[src/rtl/cpt_pkg.sv]
// shared constants, types and helpers of the clarke/park transform unit
package cpt_pkg;

   localparam int CORDIC_STEPS_DEF  = 16;
   localparam int ADC_BITS_DEF      = 12;
   localparam int POSITION_BITS_DEF = 16;

   localparam int PHASE_BITS     = 16;
   localparam int DATA_BITS      = 32;
   localparam int TRIG_BITS      = 16;
   localparam int CORDIC_BITS    = 34;
   localparam int ATAN_COUNT     = 24;
   localparam int CSR_INDEX_BITS = 1;

   localparam logic [CSR_INDEX_BITS-1:0] CSR_MAGNETIC_STEPS = 1'b0;
   localparam logic [CSR_INDEX_BITS-1:0] CSR_CURRENT_GAIN   = 1'b1;

   // codes of the mode field
   localparam logic MODE_FORWARD = 1'b0;
   localparam logic MODE_INVERSE = 1'b1;

   localparam logic [PHASE_BITS-1:0] MAGNETIC_STEPS_RESET = 16'd2000;
   localparam logic [DATA_BITS-1:0]  CURRENT_GAIN_RESET   = 32'd251777;

   localparam logic signed [CORDIC_BITS-1:0] CORDIC_GAIN = 34'sd652032874;
   localparam logic signed [DATA_BITS-1:0]   CLARKE_C1   = 32'sd619924842;
   localparam logic signed [DATA_BITS-1:0]   CLARKE_C2   = 32'sd1239849684;

   // arctangent of 2^-i in units of 2^-32 turn
   localparam logic [29:0] ATAN_TURN [ATAN_COUNT] = '{
      30'd536870912, 30'd316933406, 30'd167458907, 30'd85004756, 30'd42667331,
      30'd21354465, 30'd10679838, 30'd5340245, 30'd2670163, 30'd1335087,
      30'd667544, 30'd333772, 30'd166886, 30'd83443, 30'd41722, 30'd20861,
      30'd10430, 30'd5215, 30'd2608, 30'd1304, 30'd652, 30'd326, 30'd163, 30'd81
   };

   typedef struct packed {
      logic signed [CORDIC_BITS-1:0] x;
      logic signed [CORDIC_BITS-1:0] y;
      logic signed [CORDIC_BITS-1:0] z;
      logic                          flip;
      logic [PHASE_BITS-1:0]         phase;
   } rot_type;

   typedef struct packed {
      logic                        mode;
      logic signed [DATA_BITS-1:0] p0;
      logic signed [DATA_BITS-1:0] p1;
   } pay_type;

   function automatic logic signed [DATA_BITS-1:0] sat32(input logic signed [65:0] v);
      logic signed [DATA_BITS-1:0] r;
      if (v > 66'sd2147483647) begin
         r = 32'sh7fffffff;
      end else if (v < -66'sd2147483648) begin
         r = 32'sh80000000;
      end else begin
         r = v[DATA_BITS-1:0];
      end
      return r;
   endfunction

   function automatic logic signed [TRIG_BITS-1:0] sat16(input logic signed [CORDIC_BITS-1:0] v);
      logic signed [TRIG_BITS-1:0] r;
      if (v > 34'sd32767) begin
         r = 16'sh7fff;
      end else if (v < -34'sd32768) begin
         r = 16'sh8000;
      end else begin
         r = v[TRIG_BITS-1:0];
      end
      return r;
   endfunction

   // (a +/- b) rounded half up from q15 and saturated
   function automatic logic signed [DATA_BITS-1:0] round_q15(input logic signed [47:0] a,
                                                             input logic signed [47:0] b,
                                                             input logic neg);
      logic signed [65:0] sum;
      sum = 66'(a) + (neg ? -66'(b) : 66'(b)) + 66'sd16384;
      return sat32(sum >>> 15);
   endfunction

endpackage

[src/rtl/cpt_div_cell.sv]
// one restoring long-division cell: one quotient bit per cycle
module cpt_div_cell import cpt_pkg::*; #(
   parameter int NUM_BITS = POSITION_BITS_DEF + PHASE_BITS
) (
   input  logic                  clock,
   input  logic [PHASE_BITS-1:0] steps,
   input  logic [PHASE_BITS-1:0] prev_rem,
   input  logic [NUM_BITS-1:0]   prev_num,
   input  logic [PHASE_BITS-1:0] prev_quo,
   output logic [PHASE_BITS-1:0] rem,
   output logic [NUM_BITS-1:0]   num,
   output logic [PHASE_BITS-1:0] quo
);

   logic [PHASE_BITS:0]   trial;
   logic                  take;
   logic [PHASE_BITS-1:0] rem_in, rem_ff, quo_in, quo_ff;
   logic [NUM_BITS-1:0]   num_in, num_ff;

   always_comb begin
      trial  = {prev_rem, prev_num[NUM_BITS-1]};
      take   = trial >= {1'b0, steps};
      rem_in = take ? PHASE_BITS'(trial - {1'b0, steps}) : trial[PHASE_BITS-1:0];
      num_in = {prev_num[NUM_BITS-2:0], 1'b0};
      quo_in = {prev_quo[PHASE_BITS-2:0], take};
   end

   always_ff @(posedge clock) begin
      rem_ff <= rem_in;
      num_ff <= num_in;
      quo_ff <= quo_in;
   end

   assign rem = rem_ff;
   assign num = num_ff;
   assign quo = quo_ff;

endmodule

[config.mk]
export PLATFORM = sky130hd
export DESIGN_NAME = cpt_div_cell
export DESIGN_NICKNAME = d
export VERILOG_FILES = /design/src/rtl/cpt_pkg.sv /design/src/rtl/cpt_div_cell.sv
export SDC_FILE = /design/constraint.sdc
export NUM_CORES = 1
export LEC_CHECK = 0
export BUFFER_PORTS_ARGS = -buffer_cell sky130_fd_sc_hd__buf_2
export CAP_MARGIN = 40
export CORE_AREA = 3 3 73 89
export CTS_BUF_LIST = sky130_fd_sc_hd__clkbuf_16
export CTS_CLUSTER_SIZE = 8
export DETAILED_ROUTE_END_ITERATION = 7
export DIE_AREA = 0 0 76 92
export PLACE_DENSITY = 0.77
export SLEW_MARGIN = 20
export SYNTH_ARGS = -nofsm -noshare
export SYNTH_HDL_FRONTEND = slang
export SYNTH_SLANG_ARGS = --single-unit
export TNS_END_PERCENT = 5
[constraint.sdc]
create_clock -name clock -period 2.5 [get_ports clock]
set_clock_uncertainty 0.1 [all_clocks]
set_input_delay 0.125 -clock clock [delete_from_list [all_inputs] [get_ports clock]]
set_output_delay 0.125 -clock clock [all_outputs]
set_load 0.005 [all_outputs]
After elaboration in Yosys (flattened, before gate mapping)
Index checks and enable logic that the tools add are counted.
Widths: inputs -> output; s select.
{"block": "classes", "n_addsub": 1, "multipliers": 0, "n_div": 0, "magnitude_cmp": 1, "n_eq_ne": 0, "shift": 0, "mux": 1, "bitwise": 0, "n_reduce_logical": 0}
{"cell": "$ge 17x16->1", "n": 1}
{"cell": "$mux 16", "n": 1}
{"cell": "$sub 16x16->16", "n": 1}
{"block": "totals", "ff_bits": 63, "latchBits": 0, "ram_bits": 0, "mem_bits_ro": 0, "inputBits": 81, "out_inout_bits": 64, "word_cells": 6, "n_memories": 0}

Depth between registers and ports, before layout
{"block": "logic_depth", "depth_word": 2, "ltp_mapped": 10, "depth_no_buf": 9}

Worst setup path after synthesis
OpenSTA, ideal clock, no wires.
{"block": "synth_path", "path_kind": "input to register", "start": "input port steps[4]", "end": "register rem_ff[10], in the netlist rem[10]", "setup_ns": 0.121, "t_arrival_ns": 2.029, "t_required_ns": 2.279, "path_slack_ns": 0.249, "path_stages": 9, "n_path_buf": 1, "cell_sequence": "inv_1 > ha_1 > a211oi_1 > o211ai_1 > o21ai_2 > o211ai_2 > a31oi_4 > buf_6 > mux2_4"}
{"block": "synth_via", "elab_chain_cells": 2, "word_cells_on_any_way": 3, "cone_classes": "add/sub: 1; order compare: 1; mux: 1"}
{"element": "from (decl)", "line": "cpt_div_cell.sv:6", "source": "input logic [PHASE_BITS-1:0] steps,"}
{"element": "$sub 16x16->16 / $ge 17x16->1 (equally long branches)", "line": "cpt_div_cell.sv:23, cpt_div_cell.sv:22"}
{"element": "$mux 16 *", "line": "cpt_div_cell.sv:23", "source": "rem_in = take ? PHASE_BITS'(trial - {1'b0, steps}) : trial[PHASE_BITS-1:0];"}
{"element": "via rem_in[10]", "line": "cpt_div_cell.sv:17", "source": "logic [PHASE_BITS-1:0] rem_in, rem_ff, quo_in, quo_ff;"}
{"element": "to (signal assigned)", "line": "cpt_div_cell.sv:29", "source": "rem_ff <= rem_in;"}
{"element": "to (decl)", "line": "cpt_div_cell.sv:17"}
The timed path passes the listed nets; every way through them passes the cells marked *.

Final worst setup path
{"block": "layout_path", "start": "input port prev_rem[6]", "end": "register rem_ff[8], in the netlist rem[8]"}
{"block": "layout_via", "elab_chain_cells": 2, "word_cells_on_any_way": 3, "cone_classes": "add/sub: 1; order compare: 1; mux: 1"}
{"element": "from (decl)", "line": "cpt_div_cell.sv:7", "source": "input logic [PHASE_BITS-1:0] prev_rem,"}
{"element": "$sub 16x16->16 / $ge 17x16->1 (equally long branches)", "line": "cpt_div_cell.sv:23, cpt_div_cell.sv:22"}
{"element": "$mux 16 *", "line": "cpt_div_cell.sv:23"}
{"element": "via rem_in[8]", "line": "cpt_div_cell.sv:17"}
Marked as above.

==> impl_summary.log <==
[metrics] chain of cells forming the critical path: dlygate4sd3_1 -> buf_2 -> ha_2 -> nand4_1 -> or4_4 -> o211ai_4 -> a31oi_4 -> clkbuf_16 -> mux2_4
[metrics] Post-Syn Instances: 220
[metrics] routability congestion estimate: approximately 0.89
[metrics] worst stage delay on the critical path: 0.54 ns
[metrics] number of antenna violations at the first check in global routing: 0
[metrics] Sink Count: between 60 and 70
[metrics] area inside the core boundary: between 5000 and 6000 µm²
[metrics] CP Buf/Inv Count: 3
[metrics] number of cells after detailed placement: between 400 and 500
[metrics] flip-flop and latch count after synthesis: 63
[metrics] post-synthesis instance area: roughly 2400 µm²
[metrics] syn nets: approximately 320
[metrics] maximum vdd ir drop: 0.465 mV
[metrics] overflow left after global routing: 0
[metrics] count of flip-flops with a built-in enable after synthesis: 0
[metrics] leakage power: about 2.1 nW
[metrics] post-detailed-route count of antenna-violating nets: 0
[metrics] layout filler cell count: between 300 and 400
[metrics] share of final-layout standard cells stronger than drive strength 1: between 40% and 50%
[metrics] count of inserted antenna diode cells: 0
[metrics] Critical Path Start Type: primary input
[metrics] synthesized area per cell: ~11 µm²
[metrics] aggregate negative setup slack: 0 ns
[metrics] share of the clock period used by the worst path: about 98%
[metrics] class of the most critical setup path: in -> reg
[metrics] P per Cell Area: about 740 nW/µm²
[metrics] max frequency: approximately 410 MHz
[metrics] most used flip-flop cell after synthesis: sky130_fd_sc_hd__dfxtp_1
[metrics] biggest fanout along the worst timing path: 7
[metrics] area used by sequential logic in the layout: between 1000 and 1500 µm²
[metrics] Synth warnings: 0
[metrics] DIE AREA: around 7000 µm²
[metrics] Remaining DRCs: 0
[metrics] non-filler instance count after layout: around 530
[metrics] result of the run: finished, final reports clean
[metrics] post-synth cell types: 40
[metrics] gate family responsible for the most delay along the worst path: buffers and inverters
[metrics] library cell used as clock root buffer: sky130_fd_sc_hd__clkbuf_16
[metrics] number of H-tree levels: 3
[metrics] CP max-delay cell: sky130_fd_sc_hd__dlygate4sd3_1
[metrics] Post-Route WL: between 9000 and 10000 µm
[metrics] number of search-and-repair iterations in the first detailed-routing pass: 5
[metrics] average vias per placed instance: 4.85
[metrics] die outline width: roughly 76 µm
[metrics] vertical die dimension: 92 µm
[metrics] clock slew at reported path FFs: approximately 0.050 ns
[metrics] CTS tree: done
[metrics] area growth from synthesis to layout: 79.7%
[metrics] top-level port count: between 100 and 150
[metrics] total routing usage reported by global routing: between 20% and 30%
[metrics] Max Root-Sink Buffers: 2
[metrics] final setup vio count: 0
[metrics] setup repair after global routing missed its margin: no
[metrics] multi-input combinational cell area: ~1100 µm²
[metrics] number of port buffers: between 100 and 150
[metrics] NumNets Final: approximately 540
[metrics] via count of the routed design: between 2000 and 3000
[metrics] pins over their slew limit: 0
[metrics] average wire per cell in the routed design: 17.7 µm
[metrics] max-cap violation count: 0
[metrics] fraction of synthesis flops using an asynchronous set or reset pin: 0%
[metrics] final count of hold timing violations: 0
[metrics] maximum number of pins on one net before global-route repair: 16
[metrics] path category of the worst min-delay check: in -> reg
[metrics] row count: 30
[metrics] final HPWL from detailed placement: about 5000 µm
[metrics] endpoint required time on the critical path: approximately 2.6 ns
[metrics] number of violations reported at the end of detailed-routing iteration 0: between 100 and 150
[metrics] WP data arrival: about 2.6 ns
[metrics] sequential-to-total area share from yosys stat: approximately 52%
[metrics] Critical Path End Type: register
[metrics] wire length of the first global-routing pass: 14100 µm
[metrics] Final Critical Period: 2.45 ns
[metrics] starting utilization of the core area: approximately 43%
[metrics] number of buffers added by the clock tree synthesis step: 9
[metrics] number of global-route vias before repair: between 2000 and 3000
worst min-delay path, stage by stage:
cell                      delay, ns
sky130_fd_sc_hd__buf_2         0.11
sky130_fd_sc_hd__inv_1         0.09
sky130_fd_sc_hd__mux2i_1       0.08
cells in the mapped netlist (all sizes together) (3+ instances only):
| master | count | area [µm²] |
|---|---|---|
| nand4 | 3 | 25.0 |
| ha | 16 | 200 |
| a21o | 7 | 52.6 |
| inv | 22 | 82.6 |
| o21ai | 13 | 68.8 |
| o21a | 3 | 22.5 |
| mux2 | 13 | 169 |
| nor2 | 12 | 45.0 |
| xnor2 | 6 | 52.6 |
| dfxtp | 63 | 1260 |
| xor2 | 3 | 26.3 |
| a211oi | 5 | 37.5 |
| buf | 4 | 33.8 |
| a21oi | 14 | 70.1 |
| nand2 | 8 | 30.0 |
| nand3 | 3 | 15.0 |
| nor2b | 3 | 18.8 |
area by class of cell:
class | instances | share of cell area [%]
Clock buffer | 9 | 5.18
Clock inverter | 7 | 2.59
Inverter | 22 | 1.90
Multi-Input combinational cell | 130 | 25.7
Sequential cell | 63 | 29.0
Tap cell | 80 | 2.30
Timing Repair Buffer | 215 | 33.3
kinds of logic after synthesis:
kind of cell | count (synthesis) | synth area share, %
compound gates | 55 | 15.6
xor+xnor | 9 | 3.26
fa+ha+maj | 17 | 9.11
buf+inv | 27 | 5.02
flops | 63 | 52.2
mux | 15 | 7.82
other cells | 1 | 0.155
simple gates | 33 | 6.83
where the power goes:
group          total, W  switching (W)  internal (W)
logic          0.000647       0.000286      0.000361
clock network   0.00142       0.000456      0.000966
registers       0.00113      0.0000288       0.00110
metrics by stage:
stage                     setup WS (ns)  instance area, µm²  util (%)  power (W)  hold slack, ns
after floorplan                   0.249                2420         -    0.00143          0.0527
after global placement           0.0924                3280      57.8    0.00164           0.128
after detailed placement         0.0723                3280      57.8    0.00165           0.129
after CTS                        0.0161                4220      74.4    0.00313          0.0371
after global routing             0.0108                4340      76.6    0.00331          0.0764
final                            0.0531                4340      76.6    0.00320          0.0500
sequential cells by signal, summed over array words and instances (netlist names):
name	count
num	31
rem	16
quo	16
layout by cell type (no fill, tap or decap), drive strengths merged, types with 2 or more instances in the layout:
cell type,n
buf,154
dfxtp,63
dlygate4sd3,60
inv,23
ha,16
a21oi,14
o21ai,13
mux2,13
nor2,12
clkbuf,10
nand2,8
a21o,7
xnor2,6
a211oi,5
nand3,3
nor2b,3
o21a,3
xor2,3
bufinv,3
nand4,3
o31a,2
a21boi,2
mux2i,2
clkinvlp,2
o211ai,2
metal layers:
metal | routed length [µm] | track usage, % | vias up
met1 | 3250 | 26.8 | 1192
met3 | 747 | 8.94 | 24
met4 | 263 | 10.9 | 0
li1 | - | - | 1202
met2 | 5040 | 47.8 | 132
met5 | 0 | 0 | -
path summary, 6_finish.rpt:
| check | startpoint | to | slack, ns | depth (start not counted) |
|---|---|---|---|---|
| max | prev_rem[6] | rem[8]$_DFF_P_ | 0.05 | 9 |
| min | prev_rem[0] | rem[1]$_DFF_P_ | 0.05 | 3 |
repair_timing:
action	4_1_cts	5_1_grt
endpoints found under the hold margin	60	0
resized for setup	0	13
setup buffers	0	3
hold buffers	60	0
endpoints found under the setup margin	0	12
Note: power is estimated with default switching activity, not from simulation.
