## config.mk

```make
export PLATFORM = sky130hd
export DESIGN_NAME = cpt_cordic_cell
export DESIGN_NICKNAME = d
export VERILOG_FILES = /design/src/rtl/cpt_pkg.sv /design/src/rtl/cpt_cordic_cell.sv
export SDC_FILE = /design/constraint.sdc
export NUM_CORES = 1
export LEC_CHECK = 0
export ABC_CLOCK_PERIOD_IN_PS = 3300
export BUFFER_PORTS_ARGS = -buffer_cell sky130_fd_sc_hd__buf_2
export CORE_UTILIZATION = 37
export CTS_CLUSTER_SIZE = 10
export DETAILED_ROUTE_END_ITERATION = 6
export PLACE_DENSITY = 0.65
export SKIP_LAST_GASP = 1
export SLEW_MARGIN = 20
export SYNTH_ARGS = -nofsm -noshare
export SYNTH_HDL_FRONTEND = slang
export SYNTH_SLANG_ARGS = --single-unit
export TNS_END_PERCENT = 1
```

## constraint.sdc

```tcl
create_clock -name clock -period 3.3 [get_ports clock]
set_input_delay 0.495 -clock clock [delete_from_list [all_inputs] [get_ports clock]]
set_output_delay 0.495 -clock clock [all_outputs]
set_load 0.01 [all_outputs]
```

## src/rtl/cpt_pkg.sv

```systemverilog
// shared constants, types and helpers of the clarke/park transform unit
package cpt_pkg;

   localparam int CORDIC_STEPS_DEF  = 16;
   localparam int ADC_BITS_DEF      = 12;
   localparam int POSITION_BITS_DEF = 16;

   localparam int PHASE_BITS     = 16;
   localparam int DATA_BITS      = 32;
   localparam int TRIG_BITS      = 16;
   localparam int CORDIC_BITS    = 34;
   localparam int ATAN_COUNT     = 24;
   localparam int CSR_INDEX_BITS = 1;

   localparam logic [CSR_INDEX_BITS-1:0] CSR_MAGNETIC_STEPS = 1'b0;
   localparam logic [CSR_INDEX_BITS-1:0] CSR_CURRENT_GAIN   = 1'b1;

   // codes of the mode field
   localparam logic MODE_FORWARD = 1'b0;
   localparam logic MODE_INVERSE = 1'b1;

   localparam logic [PHASE_BITS-1:0] MAGNETIC_STEPS_RESET = 16'd2000;
   localparam logic [DATA_BITS-1:0]  CURRENT_GAIN_RESET   = 32'd251777;

   localparam logic signed [CORDIC_BITS-1:0] CORDIC_GAIN = 34'sd652032874;
   localparam logic signed [DATA_BITS-1:0]   CLARKE_C1   = 32'sd619924842;
   localparam logic signed [DATA_BITS-1:0]   CLARKE_C2   = 32'sd1239849684;

   // arctangent of 2^-i in units of 2^-32 turn
   localparam logic [29:0] ATAN_TURN [ATAN_COUNT] = '{
      30'd536870912, 30'd316933406, 30'd167458907, 30'd85004756, 30'd42667331,
      30'd21354465, 30'd10679838, 30'd5340245, 30'd2670163, 30'd1335087,
      30'd667544, 30'd333772, 30'd166886, 30'd83443, 30'd41722, 30'd20861,
      30'd10430, 30'd5215, 30'd2608, 30'd1304, 30'd652, 30'd326, 30'd163, 30'd81
   };

   typedef struct packed {
      logic signed [CORDIC_BITS-1:0] x;
      logic signed [CORDIC_BITS-1:0] y;
      logic signed [CORDIC_BITS-1:0] z;
      logic                          flip;
      logic [PHASE_BITS-1:0]         phase;
   } rot_type;

   typedef struct packed {
      logic                        mode;
      logic signed [DATA_BITS-1:0] p0;
      logic signed [DATA_BITS-1:0] p1;
   } pay_type;

   function automatic logic signed [DATA_BITS-1:0] sat32(input logic signed [65:0] v);
      logic signed [DATA_BITS-1:0] r;
      if (v > 66'sd2147483647) begin
         r = 32'sh7fffffff;
      end else if (v < -66'sd2147483648) begin
         r = 32'sh80000000;
      end else begin
         r = v[DATA_BITS-1:0];
      end
      return r;
   endfunction

   function automatic logic signed [TRIG_BITS-1:0] sat16(input logic signed [CORDIC_BITS-1:0] v);
      logic signed [TRIG_BITS-1:0] r;
      if (v > 34'sd32767) begin
         r = 16'sh7fff;
      end else if (v < -34'sd32768) begin
         r = 16'sh8000;
      end else begin
         r = v[TRIG_BITS-1:0];
      end
      return r;
   endfunction

   // (a +/- b) rounded half up from q15 and saturated
   function automatic logic signed [DATA_BITS-1:0] round_q15(input logic signed [47:0] a,
                                                             input logic signed [47:0] b,
                                                             input logic neg);
      logic signed [65:0] sum;
      sum = 66'(a) + (neg ? -66'(b) : 66'(b)) + 66'sd16384;
      return sat32(sum >>> 15);
   endfunction

endpackage

```

## src/rtl/cpt_cordic_cell.sv

```systemverilog
// one rotation-mode cordic micro-rotation with a fixed shift
module cpt_cordic_cell import cpt_pkg::*; #(
   parameter int STEP = 0
) (
   input  logic    clock,
   input  rot_type prev,
   output rot_type cur
);

   localparam logic signed [CORDIC_BITS-1:0] ATAN =
      $signed({{(CORDIC_BITS-30){1'b0}}, ATAN_TURN[STEP]});

   rot_type                       cur_in, cur_ff;
   logic signed [CORDIC_BITS-1:0] dx, dy;

   always_comb begin
      dx = prev.y >>> STEP;
      dy = prev.x >>> STEP;
      cur_in = prev;
      if (!prev.z[CORDIC_BITS-1]) begin
         cur_in.x = prev.x - dx;
         cur_in.y = prev.y + dy;
         cur_in.z = prev.z - ATAN;
      end else begin
         cur_in.x = prev.x + dx;
         cur_in.y = prev.y - dy;
         cur_in.z = prev.z + ATAN;
      end
   end

   always_ff @(posedge clock) begin
      cur_ff <= cur_in;
   end

   assign cur = cur_ff;

endmodule

```

# Word-level counts from Yosys, hierarchy flattened
# Cells that the tools add are included.
# W data, S select, Z words.
[totals]
regBits = 119
in_bits = 120
output_inout_bits = 119
wordCells = 11
[op_classes]
addsub = 5
mux = 1
[op_table]
columns = ["cell", "n"]
rows = [
  ["$mux W102", 1],
  ["$sub A34 B34 Y34", 2],
  ["$add A34 B31 Y34 const B", 1],
  ["$add A34 B34 Y34", 1],
  ["$sub A34 B31 Y34 const B", 1],
]

# Longest topological paths before layout
# Gate-level depths: netlist of run 1.
[logic_depth]
depth_word = 2
mapped_depth = 13
depth_no_buf = 13

# Worst setup path before layout of run 1
# No wires, ideal clock.
[synth_path]
kind = "input to register"
from = "input prev[51] in the netlist's numbering"
to = "register cur_ff, in the netlist cur[81]"
setup_ns = 0.129
arrival_time_ns = 2.824
slack_ns = 0.347
path_stages = 12
cell_sequence = "ha_1 -> fa_1 -> nor2b_1 -> or3_1 -> a21oi_1 -> o21bai_2 -> a31oi_1 -> o31ai_2 -> a31oi_1 -> o41a_1 -> o32ai_1 -> xnor2_1"
[synth_lines]
columns = ["item", "line_no", "rtl"]
rows = [
  ["start, declared", "cpt_cordic_cell.sv:6", "input rot_type prev,"],
  ["end signal, assigned", "cpt_cordic_cell.sv:32", "cur_ff <= cur_in;"],
  ["end, declared", "cpt_cordic_cell.sv:13", "rot_type cur_in, cur_ff;"],
]

==> flow_results.org, run 1 <==
** Drt
- In the final routed layout, each cell accounts on average for roughly 17 um.
- Summing over every cut layer, the via total after detailed routing is 8631.
- DRT Pass-1 Iters :: 7
- Using the TritonRoute via totals, the vias-per-cell ratio works out to 5.24.
- Sum of routed wire length over all layers :: between 20000 and 30000 um
- For this run, design rule violations remaining after detail routing come to 28.
- In this run the remaining antenna-violating nets after routing total 0.
- Initial DRC Count :: approximately 600

** Synth
- Register area share after synthesis :: 28.3%
- Main flop type after synthesis :: sky130_fd_sc_hd__dfxtp_1
- Async S/R FF share, synth :: 0%
- Counting flops with a built-in enable in the synthesized netlist gives 0.
- Nets in the synthesized netlist :: around 1200
- Syn Inst Count :: a little over 1000
- The cell area that synthesis handed to floorplanning was ~8400 um^2.
- Each instance of the synthesized netlist takes up on average approximately 8.2 um^2.
- Syn. warnings :: 0
- Synth unique cells :: 80
- Yosys reg bits :: 118

** GRT
- Entering global routing, the biggest net connects 29 pins.
- The via count of the first global-routing pass is about 8400.
- Grt ovf :: 0
- The first global-routing pass estimated between 40000 and 50000 um of wire.
- Global routing consumed, over all layers together, about a quarter of the routing resources.
- The number of antenna violations at the first check in global routing came to 2.

** Die
- The floorplan step defined a core boundary enclosing between 20000 and 25000 um^2.
- Die outline area :: roughly 23000 um^2
- Die Y-Extent :: between 150 and 200 um
- Starting Density :: about two fifths
- Floorplan die width :: around 150 um
- I/O pins :: 239
- Row generation in the floorplan step produced 54 rows.

** STA
- Setup total negative slack on the finished layout was measured at -0.0234 ns.
- After layout, the worst path uses 101% of the clock period.
- Slew headroom :: between 40% and 50%
- Hold is met by around 0.18 ns.
- Setup repair after global routing missed its margin :: yes
- Slew Viols, Final :: 0
- After layout, the worst setup slack is -0.0234 ns.
- Setup-violating endpoint count in the final report :: 1
- Endpoints failing hold :: 0
- Top achievable clock speed :: between 0.3 and 0.4 GHz
- The smallest clock period supported by the final layout is computed as approximately 3.3 ns.
- Worst-Margin Slew :: a little under 0.9 ns

** Clock network
- TritonCTS built the clock tree.
- The H-tree generated during clock tree synthesis spans 4 levels.
- Post-CTS Hold Fix Bufs :: 0
- Post-CTS clock slew at the launch and capture registers of the worst setup and hold paths :: 0.07 ns
- Number of sinks driven by the clock tree :: about 120
- Clock tree root buffer cell :: sky130_fd_sc_hd__clkbuf_16
- Counting the buffers created by CTS gives 17.
- Number of buffers between clock root and the deepest sink :: 2

** Setup path
- Counting buffers and inverters, the worst setup path is 14 cells deep.
- At the worst endpoint, the required time is ~3.6 ns.
- The cell family contributing the most delay on the critical path is compound AO/OA/AOI/OAI gates.
- The critical path in this run is classified as input port to flip-flop.
- For this run, the slowest stage of the critical path takes approximately 0.73 ns.
- The signal on the critical path passes through buf_2 -> inv_1 -> ha_1 -> fa_1 -> nor2b_1 -> o2111a_1 -> a2111oi_1 -> o41ai_1 -> a221oi_1 -> buf_4 -> a21bo_2 -> a221o_1 -> a21o_1 -> xnor2_1.
- Of all nets on the critical path, the largest fanout is 3.
- Worst path bufs/invs :: 3
- STA classifies the critical path endpoint as a flip-flop.
- Critical-path top delay cell :: sky130_fd_sc_hd__o41ai_1
- Critical Path AT :: around 3.6 ns
- Type of element launching the critical path :: input port

** Power
- In this run the power density over the cells is 494 nW/um^2.
- Power comes to ~5.6 mW.
- Max IR drop VDD :: roughly 0.34 mV
- Static leakage :: about 5.5 nW

** Placed design
- After detailed placement, the design holds a cell count of 1611.
- Half-perimeter wire length after placement :: about 23000 um
- In this run the tool buffered the top-level ports with ~240 buffer cells.
- Final GP Congestion :: around 0.95

** Final layout
- The library cell used most frequently in the layout, excluding fill and tap cells, is sky130_fd_sc_hd__buf_2.
- At the end of the flow, the number of nets in the layout was ~1600.
- Leaving out fill and tap cells, the most frequent cells in the layout are 238 x sky130_fd_sc_hd__buf_2, 128 x sky130_fd_sc_hd__buf_4, 118 x sky130_fd_sc_hd__a21oi_1, 118 x sky130_fd_sc_hd__dfxtp_1, 102 x sky130_fd_sc_hd__ha_1.
- Layout Area Growth over Synthesis :: 34.7%
- Final instance count without filler cells :: between 1500 and 2000
- After filler insertion, the fill cell instance count of the layout stands at roughly 2100.
- Fraction of layout cells with a size suffix above 1 :: 31.1%
- Largest register FFs :: 118

** Min path
- The min-delay analysis places its worst path in the category input port to flip-flop.
- Along the worst hold path, the cell count comes to 1.

** Flow run
- Across the run, the number of max-cap violations was 0.

** Outcome
- Violated checks :: design-rule violations, negative setup slack
- Status :: finished with violations
-- kinds of logic (layout without fill, tap and decap cells) --
group                      count (synthesis)  after routing  synth area share (%)
AOI/OAI and AO/OA                        319            319                  25.6
and+or+nand+nor                          236            236                  13.4
buffers and inverters                    150            500                  7.35
DFF                                      118            118                  28.3
adders and majority gates                106            106                  16.2
xor gates and xnor gates                  69             69                  7.23
muxes                                     16             16                  1.92
other                                      0              2                     0
-- synthesized netlist by cell type (all sizes together), types with 5 or more instances --
cell / n / share of area, %
clkbuf: 21 / 0.96
nor2: 99 / 4.4
nor4: 6 / 0.52
a2111oi: 7 / 0.90
mux2i: 16 / 1.9
a21oi: 120 / 7.3
a21boi: 5 / 0.45
nor3: 23 / 1.4
clkinv: 6 / 0.27
o31a: 6 / 0.63
nor2b: 12 / 0.99
inv: 97 / 4.4
xnor2: 65 / 6.8
dfxtp: 118 / 28
buf: 26 / 1.7
nand3: 11 / 0.66
nand2: 43 / 1.9
nand2b: 8 / 0.60
o31ai: 14 / 1.7
o21a: 11 / 0.99
or2: 5 / 0.37
nand4: 11 / 1.0
o21ai: 54 / 3.2
ha: 102 / 15
a31oi: 6 / 0.63
a211oi: 6 / 0.54
o211ai: 6 / 0.54
o21bai: 23 / 2.1
a21o: 21 / 1.9
-- where the power goes --
group          internal, mW  switching, mW
combinational         0.837           1.09
sequential             1.66         0.0740
clock                  1.19          0.710
total                  3.69           1.87
-- metrics by stage --
stage               worst slack [ns]  instance area [um^2]  util (%)
CTS                           0.0680                 11200      51.1
floorplan                      0.347                  8360         -
global placement              -0.280                 10600      48.4
detailed placement            -0.295                 10600      48.4
finish                       -0.0234                 11300      51.3
global route                  -0.121                 11300      51.3
-- routing by layer --
metal | track usage, % | up-vias | share of wire [%]
li1 | - | 4207 | -
met1 | 29.9 | 3977 | 43
met2 | 40.2 | 396 | 47
met3 | 3.73 | 51 | 7.5
met4 | 10.4 | 0 | 3.0
met5 | 0 | - | 0
-- path summary, 6_finish.rpt --
path	startpoint	end	slack (ns)
max	prev[51]	cur[77]	-0.02
min	prev[43]	cur[43]	0.18
-- layout make-up --
cell class              count  area [um^2]  area share [%]
multi-input cells         746         5400            47.9
flip-flops and latches    118         2360            21.0
repair buffers            366         2150            19.1
clock buffers              17          425            3.78
inverters                 103          392            3.48
well taps                 280          350            3.11
clock inverters            14          179            1.59
diodes                      2         5.00          0.0444
-- what timing repair did --
item / 4_1_cts / 5_1_grt
setup endpoints to repair: 0 / 11
gates resized for setup: 0 / 2
setup buffers: 0 / 2
No activity file was read; power rests on OpenSTA's default activity.
==> run 2, diff against run 1 <==
CORE_ASPECT_RATIO = 1.75   (was not set)
==> flow_results.org, run 2 (synthesis results as in run 1) <==
** Clock network
- Post-CTS timing repair inserted 0 buffers for setup.
- The clock tree synthesis step divided the H-tree into 4 levels.
- The tree is rooted in a sky130_fd_sc_hd__clkbuf_16.
- Number of buffers between clock root and the deepest sink :: 2
- Gates resized during post-CTS repair numbered 0.
- After clock tree synthesis, the clock-pin slew on the worst setup and hold paths is around 0.060 ns.
- Cts bufs inserted :: 17
- TritonCTS built the clock tree.
- In this run, post-CTS hold repair placed 0 buffers.
- The tree built by TritonCTS fans out to about 120 sinks.

** Final layout
- Across the whole layout, storage elements account for 2360 um^2.
- In the final layout, the multi-input gates occupy 5390 um^2.
- Commonest cells after routing, fill and taps aside :: 238 x sky130_fd_sc_hd__buf_2, 163 x sky130_fd_sc_hd__buf_4, 118 x sky130_fd_sc_hd__a21oi_1, 118 x sky130_fd_sc_hd__dfxtp_1, 102 x sky130_fd_sc_hd__ha_1
- Final instance count without filler cells :: about 1700
- Number of nets at the end of the flow :: around 1600
- Fraction of layout cells with a size suffix above 1 :: between 30% and 40%
- Design Area, Final :: 11600 um^2
- Relative to the synthesized area, the layout overhead comes to 38.3%.
- The library cell used most frequently in the layout, excluding fill and tap cells, is sky130_fd_sc_hd__buf_2.
- Largest register FFs :: between 100 and 150
- The repair_antennas step left the layout with diodes totalling 0.
- Count of fill cells added during filler insertion :: ~2200

** GRT
- The via count of the first global-routing pass was 8841.
- Global-route total usage across every layer :: 27.4%
- Grt ovf :: 0
- The first global-routing pass estimated between 40000 and 50000 um of wire.
- Pin count of the biggest net entering global routing :: 76
- Antenna violations before repair :: 0

** STA
- Clock period minus final worst setup slack :: 3.19 ns
- Setup violations remaining at the end of the flow were counted as 0.
- The hold violation count in the final report was 0.
- The total count of max-transition violations in the final report was 0.
- Setup repair after global routing left no endpoint under its margin.
- Final worst-path cycle share :: between 90% and 100%
- At the pin with the least slew margin, the transition time is about 0.72 ns.
- Slew headroom :: between 50 and 60%
- Post-Route Hold Slack :: around 0.15 ns
- Timing would allow up to 0.313 GHz.

** Die
- The die covers roughly 23000 um^2.
- I/O pins :: around 240
- The region available for standard cell placement spans around 22000 um^2.
- Floorplan die width :: between 100 and 150 um
- Starting Density :: 37.7%
- Die Y-Extent :: approximately 200 um
- Row count :: 72

** Setup path
- The critical path ends at cur[111].
- Critical-path top delay cell :: sky130_fd_sc_hd__fa_1
- For this run, the slowest stage of the critical path takes ~0.37 ns.
- Tracing the worst setup path back leads to its startpoint at prev[51].
- In this run the worst path has a maximum fanout of 4.
- Critical Path AT :: 3.54 ns
- STA classifies the critical path endpoint as a flip-flop.
- STA puts the critical path data required time at about 3.7 ns.
- The worst setup path is of the input port to flip-flop kind.
- The critical path goes through buf_2 -> ha_1 -> buf_4 -> fa_1 -> nor2b_1 -> or3_1 -> a21oi_1 -> o21bai_2 -> a31oi_1 -> o31ai_2 -> a31oi_1 -> buf_4 -> nor4_1 -> a21oi_1 -> xnor2_1.
- STA classifies the critical path startpoint as an input port.

** Min path
- Worst min-delay path category :: input port to flip-flop

** Flow run
- Max-cap check violation count :: 0

** Placed design
- Routability-driven placement finished with a final weighted congestion of ~1.
- Cell count after placement :: ~1700
- During placement, the flow inserted port buffers numbering ~240.
- Area after DPL :: 10900 um^2
- Half-perimeter wire length after placement :: 25800 um

** Drt
- The first detailed-routing pass ran for 5 iterations.
- In this run the remaining antenna-violating nets after routing total 0.
- DRC violations left :: 0
- The final layout contains routed wiring with a total length of 31500 um.
- Vias after detailed routing :: slightly below 9000
- Via-per-instance ratio :: roughly 5.3
- In this run, the number of DRC markers left after iteration 0 of detailed routing was 506.
- Dividing the detail-routed wire length by the instance count gives between 15 and 20 um.

** Power
- Clock power frac :: 33.9%
- For this design the static power due to leakage is around 5.7 nW.
- Sw power :: about 1.9 mW
- Dividing total power by cell area gives a power density of between 400 and 500 nW/um^2.
- Part of the total power dissipated in combinational logic :: between 30 and 40%
- Internal cell power :: 3.76 mW
- Of the total power, registers draw between 30% and 40%.
- In this run switching power makes up about a third of total power.
- IR analysis of the VDD net gives a maximum drop of roughly 0.34 mV.

** Outcome
- The run finished with clean final reports.
run 2: layer usage:
layer	vias up	wire (um)	part of all wire, %	GRT usage, %
met5	-	0	0	0
met4	0	2870	9.1	24.8
met3	138	1400	4.5	4.38
met2	399	17100	54	52.7
met1	4119	10100	32	23.0
li1	4271	-	-	-
run 2: worst min path at each step:
stage | from | endpoint | slack, ns | depth (start not counted)
finish | prev[11] | cur[11] | 0.15 | 1
global route | prev[36] | cur[36] | 0.13 | 1
CTS | prev[36] | cur[36] | 0.13 | 1
detailed placement | prev[29] | cur[29] | 0.60 | 1
global placement | prev[2] | cur[2] | 0.60 | 1
floorplan | prev[0] | cur[0] | 0.52 | 0
run 2: per-stage QoR:
step	util, %	TNS [ns]	setup WS, ns	power, mW
after detailed placement	49.4	-3.61	-0.386	3.74
after floorplan	-	0	0.347	2.82
final	52.2	0	0.108	5.65
after CTS	52.1	0	0.0849	5.70
after global placement	49.4	-3.15	-0.354	3.73
after global routing	52.2	0	0.00226	5.93
run 2: area by class of cell:
| cell class | count | share of cell area [%] |
|---|---|---|
| inverter | 103 | 3.39 |
| multi-input combinational | 746 | 46.6 |
| tap | 296 | 3.20 |
| timing repair buffer | 402 | 21.1 |
| clock inverter | 13 | 1.47 |
| clock buffer | 19 | 3.83 |
| sequential | 118 | 20.4 |
run 2: critical path: cells and delay by family:
family | cells | cell delay, ns
xor+xnor | 1 | 0.19
simple gates | 3 | 0.52
buf+inv | 3 | 0.41
compound gates | 6 | 1.35
fa+ha+maj | 2 | 0.58
run 2: power by group through the flow:
| stage | clock [mW] | sequential (mW) | combinational [mW] |
|---|---|---|---|
| 2_1_floorplan | 0 | 1.88 | 0.937 |
| 6_report | 1.92 | 1.72 | 2.01 |
| 3_5_place_dp | 0 | 1.76 | 1.99 |
| 5_1_grt | 2.03 | 1.75 | 2.16 |
| 4_1_cts | 1.97 | 1.73 | 2.00 |
| 3_3_place_gp | 0 | 1.75 | 1.98 |
==> run 3, diff against run 2 <==
BUFFER_PORTS_ARGS = not set   (was -buffer_cell sky130_fd_sc_hd__buf_2)
DONT_BUFFER_PORTS = 1   (was not set)
PLACE_DENSITY = 0.56   (was 0.65)
==> flow_results.org, run 3 (synthesis results as in run 1) <==
** Power
- Internal cell power :: ~3.5 mW
- Part of the total power dissipated in combinational logic :: between 20 and 30%
- Of the total power, registers draw a little over a third.
- In this run the power density over the cells is ~520 nW/um^2.
- For this design the static power due to leakage is 4.52 nW.
- Switching Fraction :: 32.4%
- Summing internal, switching and leakage power gives approximately 5.2 mW.
- Max IR drop VDD :: between 0.3 and 0.4 mV
- Clock power frac :: 35.6%
- Sw power :: approximately 1.7 mW

** Placed design
- Half-perimeter wire length after placement :: roughly 24000 um
- Count of buffers from port buffering :: 0
- At the placement stage, the worst setup path has a slack of -0.241 ns.
- The number of placed instances, taps included, is about 1400.
- Final GP Congestion :: 0.969

** STA
- Headroom to the max-slew limit came out at 39.7%.
- After layout, the worst setup slack is between 0.1 and 0.15 ns.
- Setup repair after global routing left no endpoint under its margin.
- The hold violation count in the final report came to 0.
- Slew Viols, Final :: 0
- After routing, the total negative slack on setup checks comes to 0 ns.
- Final worst-path cycle share :: about 96%
- The worst path in the final design needs a cycle of 3.16 ns, including I/O delays and setup.
- Top achievable clock speed :: between 0.3 and 0.4 GHz
- Worst-Margin Slew :: ~0.90 ns
- Setup violations remaining at the end of the flow were counted as 0.

** Final layout
- Number of nets at the end of the flow :: around 1300
- Leaving out fill and tap cells, the most frequent cells in the layout are 118 x sky130_fd_sc_hd__a21oi_1, 118 x sky130_fd_sc_hd__dfxtp_1, 114 x sky130_fd_sc_hd__buf_4.
- Count of fill cells added during filler insertion :: 2265
- Once layout is complete, the utilization of the core stands at a little under half.
- Layout Area Growth over Synthesis :: 19.8%
- Final instance count without filler cells :: 1411
- Footprint of the multi-input gates :: roughly 5400 um^2
- ANT cells :: 0
- In the final layout, the share of cells above drive strength 1 is ~15%.
- Area of all sequential standard cells :: about 2400 um^2
- The register with the most flip-flops in the layout has 118 of them.

** Drt
- Initial DRC Count :: 493
- Wires add up to between 20000 and 30000 um.
- DRC violations left :: 0
- In the final routed layout, each cell accounts on average for 20.6 um.
- For this block, the via count after detailed routing is 7642.
- Before antenna repair, the detailed router went through 5 iterations.
- Via-per-instance ratio :: around 5.4
- Post-DRT Antenna Nets :: 0

** Setup path
- STA classifies the critical path endpoint as a flip-flop.
- The critical path goes through ha_1 -> buf_4 -> fa_1 -> nor2b_1 -> or3_1 -> a21oi_1 -> o21bai_2 -> a31oi_1 -> o31ai_2 -> a31oi_1 -> buf_4 -> nor4_1 -> a21oi_1 -> xnor2_1.
- STA classifies the critical path startpoint as an input port.
- In this run the worst path has a maximum fanout of 4.
- At the worst endpoint, the required time is about 3.7 ns.
- The number of buffers and inverters on the critical path is 2.
- Data arrives at the worst endpoint at roughly 3.5 ns.
- The critical path is of the input port to flip-flop type.
- Kind of cell with the highest combined delay on the critical path :: compound AO/OA/AOI/OAI gates
- Critical-path top delay cell :: sky130_fd_sc_hd__fa_1
- For this run, the slowest stage of the critical path takes 0.41 ns.

** Clock network
- Once the clock tree was built, the setup fixing pass inserted 0 buffers.
- Clock tree from TritonCTS :: done
- Post-CTS clock slew at the launch and capture registers of the worst setup and hold paths :: ~0.05 ns
- Clock tree root buffer cell :: sky130_fd_sc_hd__clkbuf_16
- Number of buffers between clock root and the deepest sink :: 2
- The H-tree was split into 4 levels.
- Post-cts sizing count :: 0
- Cts bufs inserted :: 17
- Post-CTS Hold Fix Bufs :: 0
- For this design, the sink count on the clock tree is about 120.

** Min path
- In this run the worst hold path is classified as input port to flip-flop.

** GRT
- Number of global-route vias before repair :: approximately 7900
- For this run the aggregate overflow at the end of global routing stands at 0.
- The number of antenna violations at the first check in global routing is 0.
- Across every metal layer, demand over resource in global routing totals ~26%.
- Entering global routing, the biggest net connects between 70 and 80 pins.
- The first global-routing pass estimated between 40000 and 50000 um of wire.

** Die
- Measured along the y axis, the die boundary spans roughly 200 um.
- The floorplan has just over 70 rows.
- Die outline area :: between 20000 and 25000 um^2
- After floorplanning, the core was sized to cover approximately 22000 um^2.
- I/O pins :: 239
- Floorplan die width :: 116 um
- Once the floorplan was initialized, standard cells occupied ~38% of the core.

** Outcome
- The flow ran to the end, and the final reports show no timing, DRC or antenna violations.

** Flow run
- Max-cap check violation count :: 0
[run 3: cell count changes in the layout (fill, tap and decap cells not counted), moves of 2 or more]
cell	delta
sky130_fd_sc_hd__buf_12	+2
sky130_fd_sc_hd__buf_2	-238
sky130_fd_sc_hd__buf_4	-49
sky130_fd_sc_hd__clkbuf_1	+2
sky130_fd_sc_hd__clkinv_2	+2
sky130_fd_sc_hd__clkinv_4	-3
sky130_fd_sc_hd__inv_6	-4
[run 3: per-layer routing]
| layer | routed length, um | global-route usage [%] | vias up | part of all wire (%) |
|---|---|---|---|---|
| li1 | - | - | 3699 | - |
| met1 | 9100 | 20.8 | 3535 | 31 |
| met2 | 16500 | 50.3 | 310 | 57 |
| met4 | 1970 | 19.3 | 0 | 6.8 |
| met5 | 0 | 0 | - | 0 |
| met3 | 1500 | 6.22 | 98 | 5.1 |
[run 3: worst paths after layout]
kind	start	endpoint	slack, ns	cells past startpoint
worst min-delay path	prev[7]	cur[7]	0.09	0
worst max-delay path	prev[51]	cur[111]	0.14	14
[run 3: power by group through the flow]
stage	clock network (mW)	registers, mW	logic, mW
after CTS	1.92	1.91	1.45
after global routing	1.96	1.92	1.59
after detailed placement	0	1.94	1.44
after global placement	0	1.94	1.44
final	1.86	1.90	1.46
after floorplan	0	1.88	0.937
[run 3: area by class of cell]
class	instances	share of cell area, %
Clock buffer	22	4.64
Clock inverter	9	1.26
Inverter	103	3.91
Multi-Input combinational cell	746	53.8
Sequential cell	118	23.6
Tap cell	296	3.70
Timing Repair Buffer	117	9.15
[run 3: stage by stage]
| step | hold slack (ns) | area (um^2) |
|---|---|---|
| 2_1_floorplan | 0.523 | 8360 |
| 3_3_place_gp | 0.523 | 9420 |
| 3_5_place_dp | 0.523 | 9420 |
| 4_1_cts | 0.0532 | 10000 |
| 5_1_grt | 0.0633 | 10000 |
| 6_report | 0.0872 | 10000 |
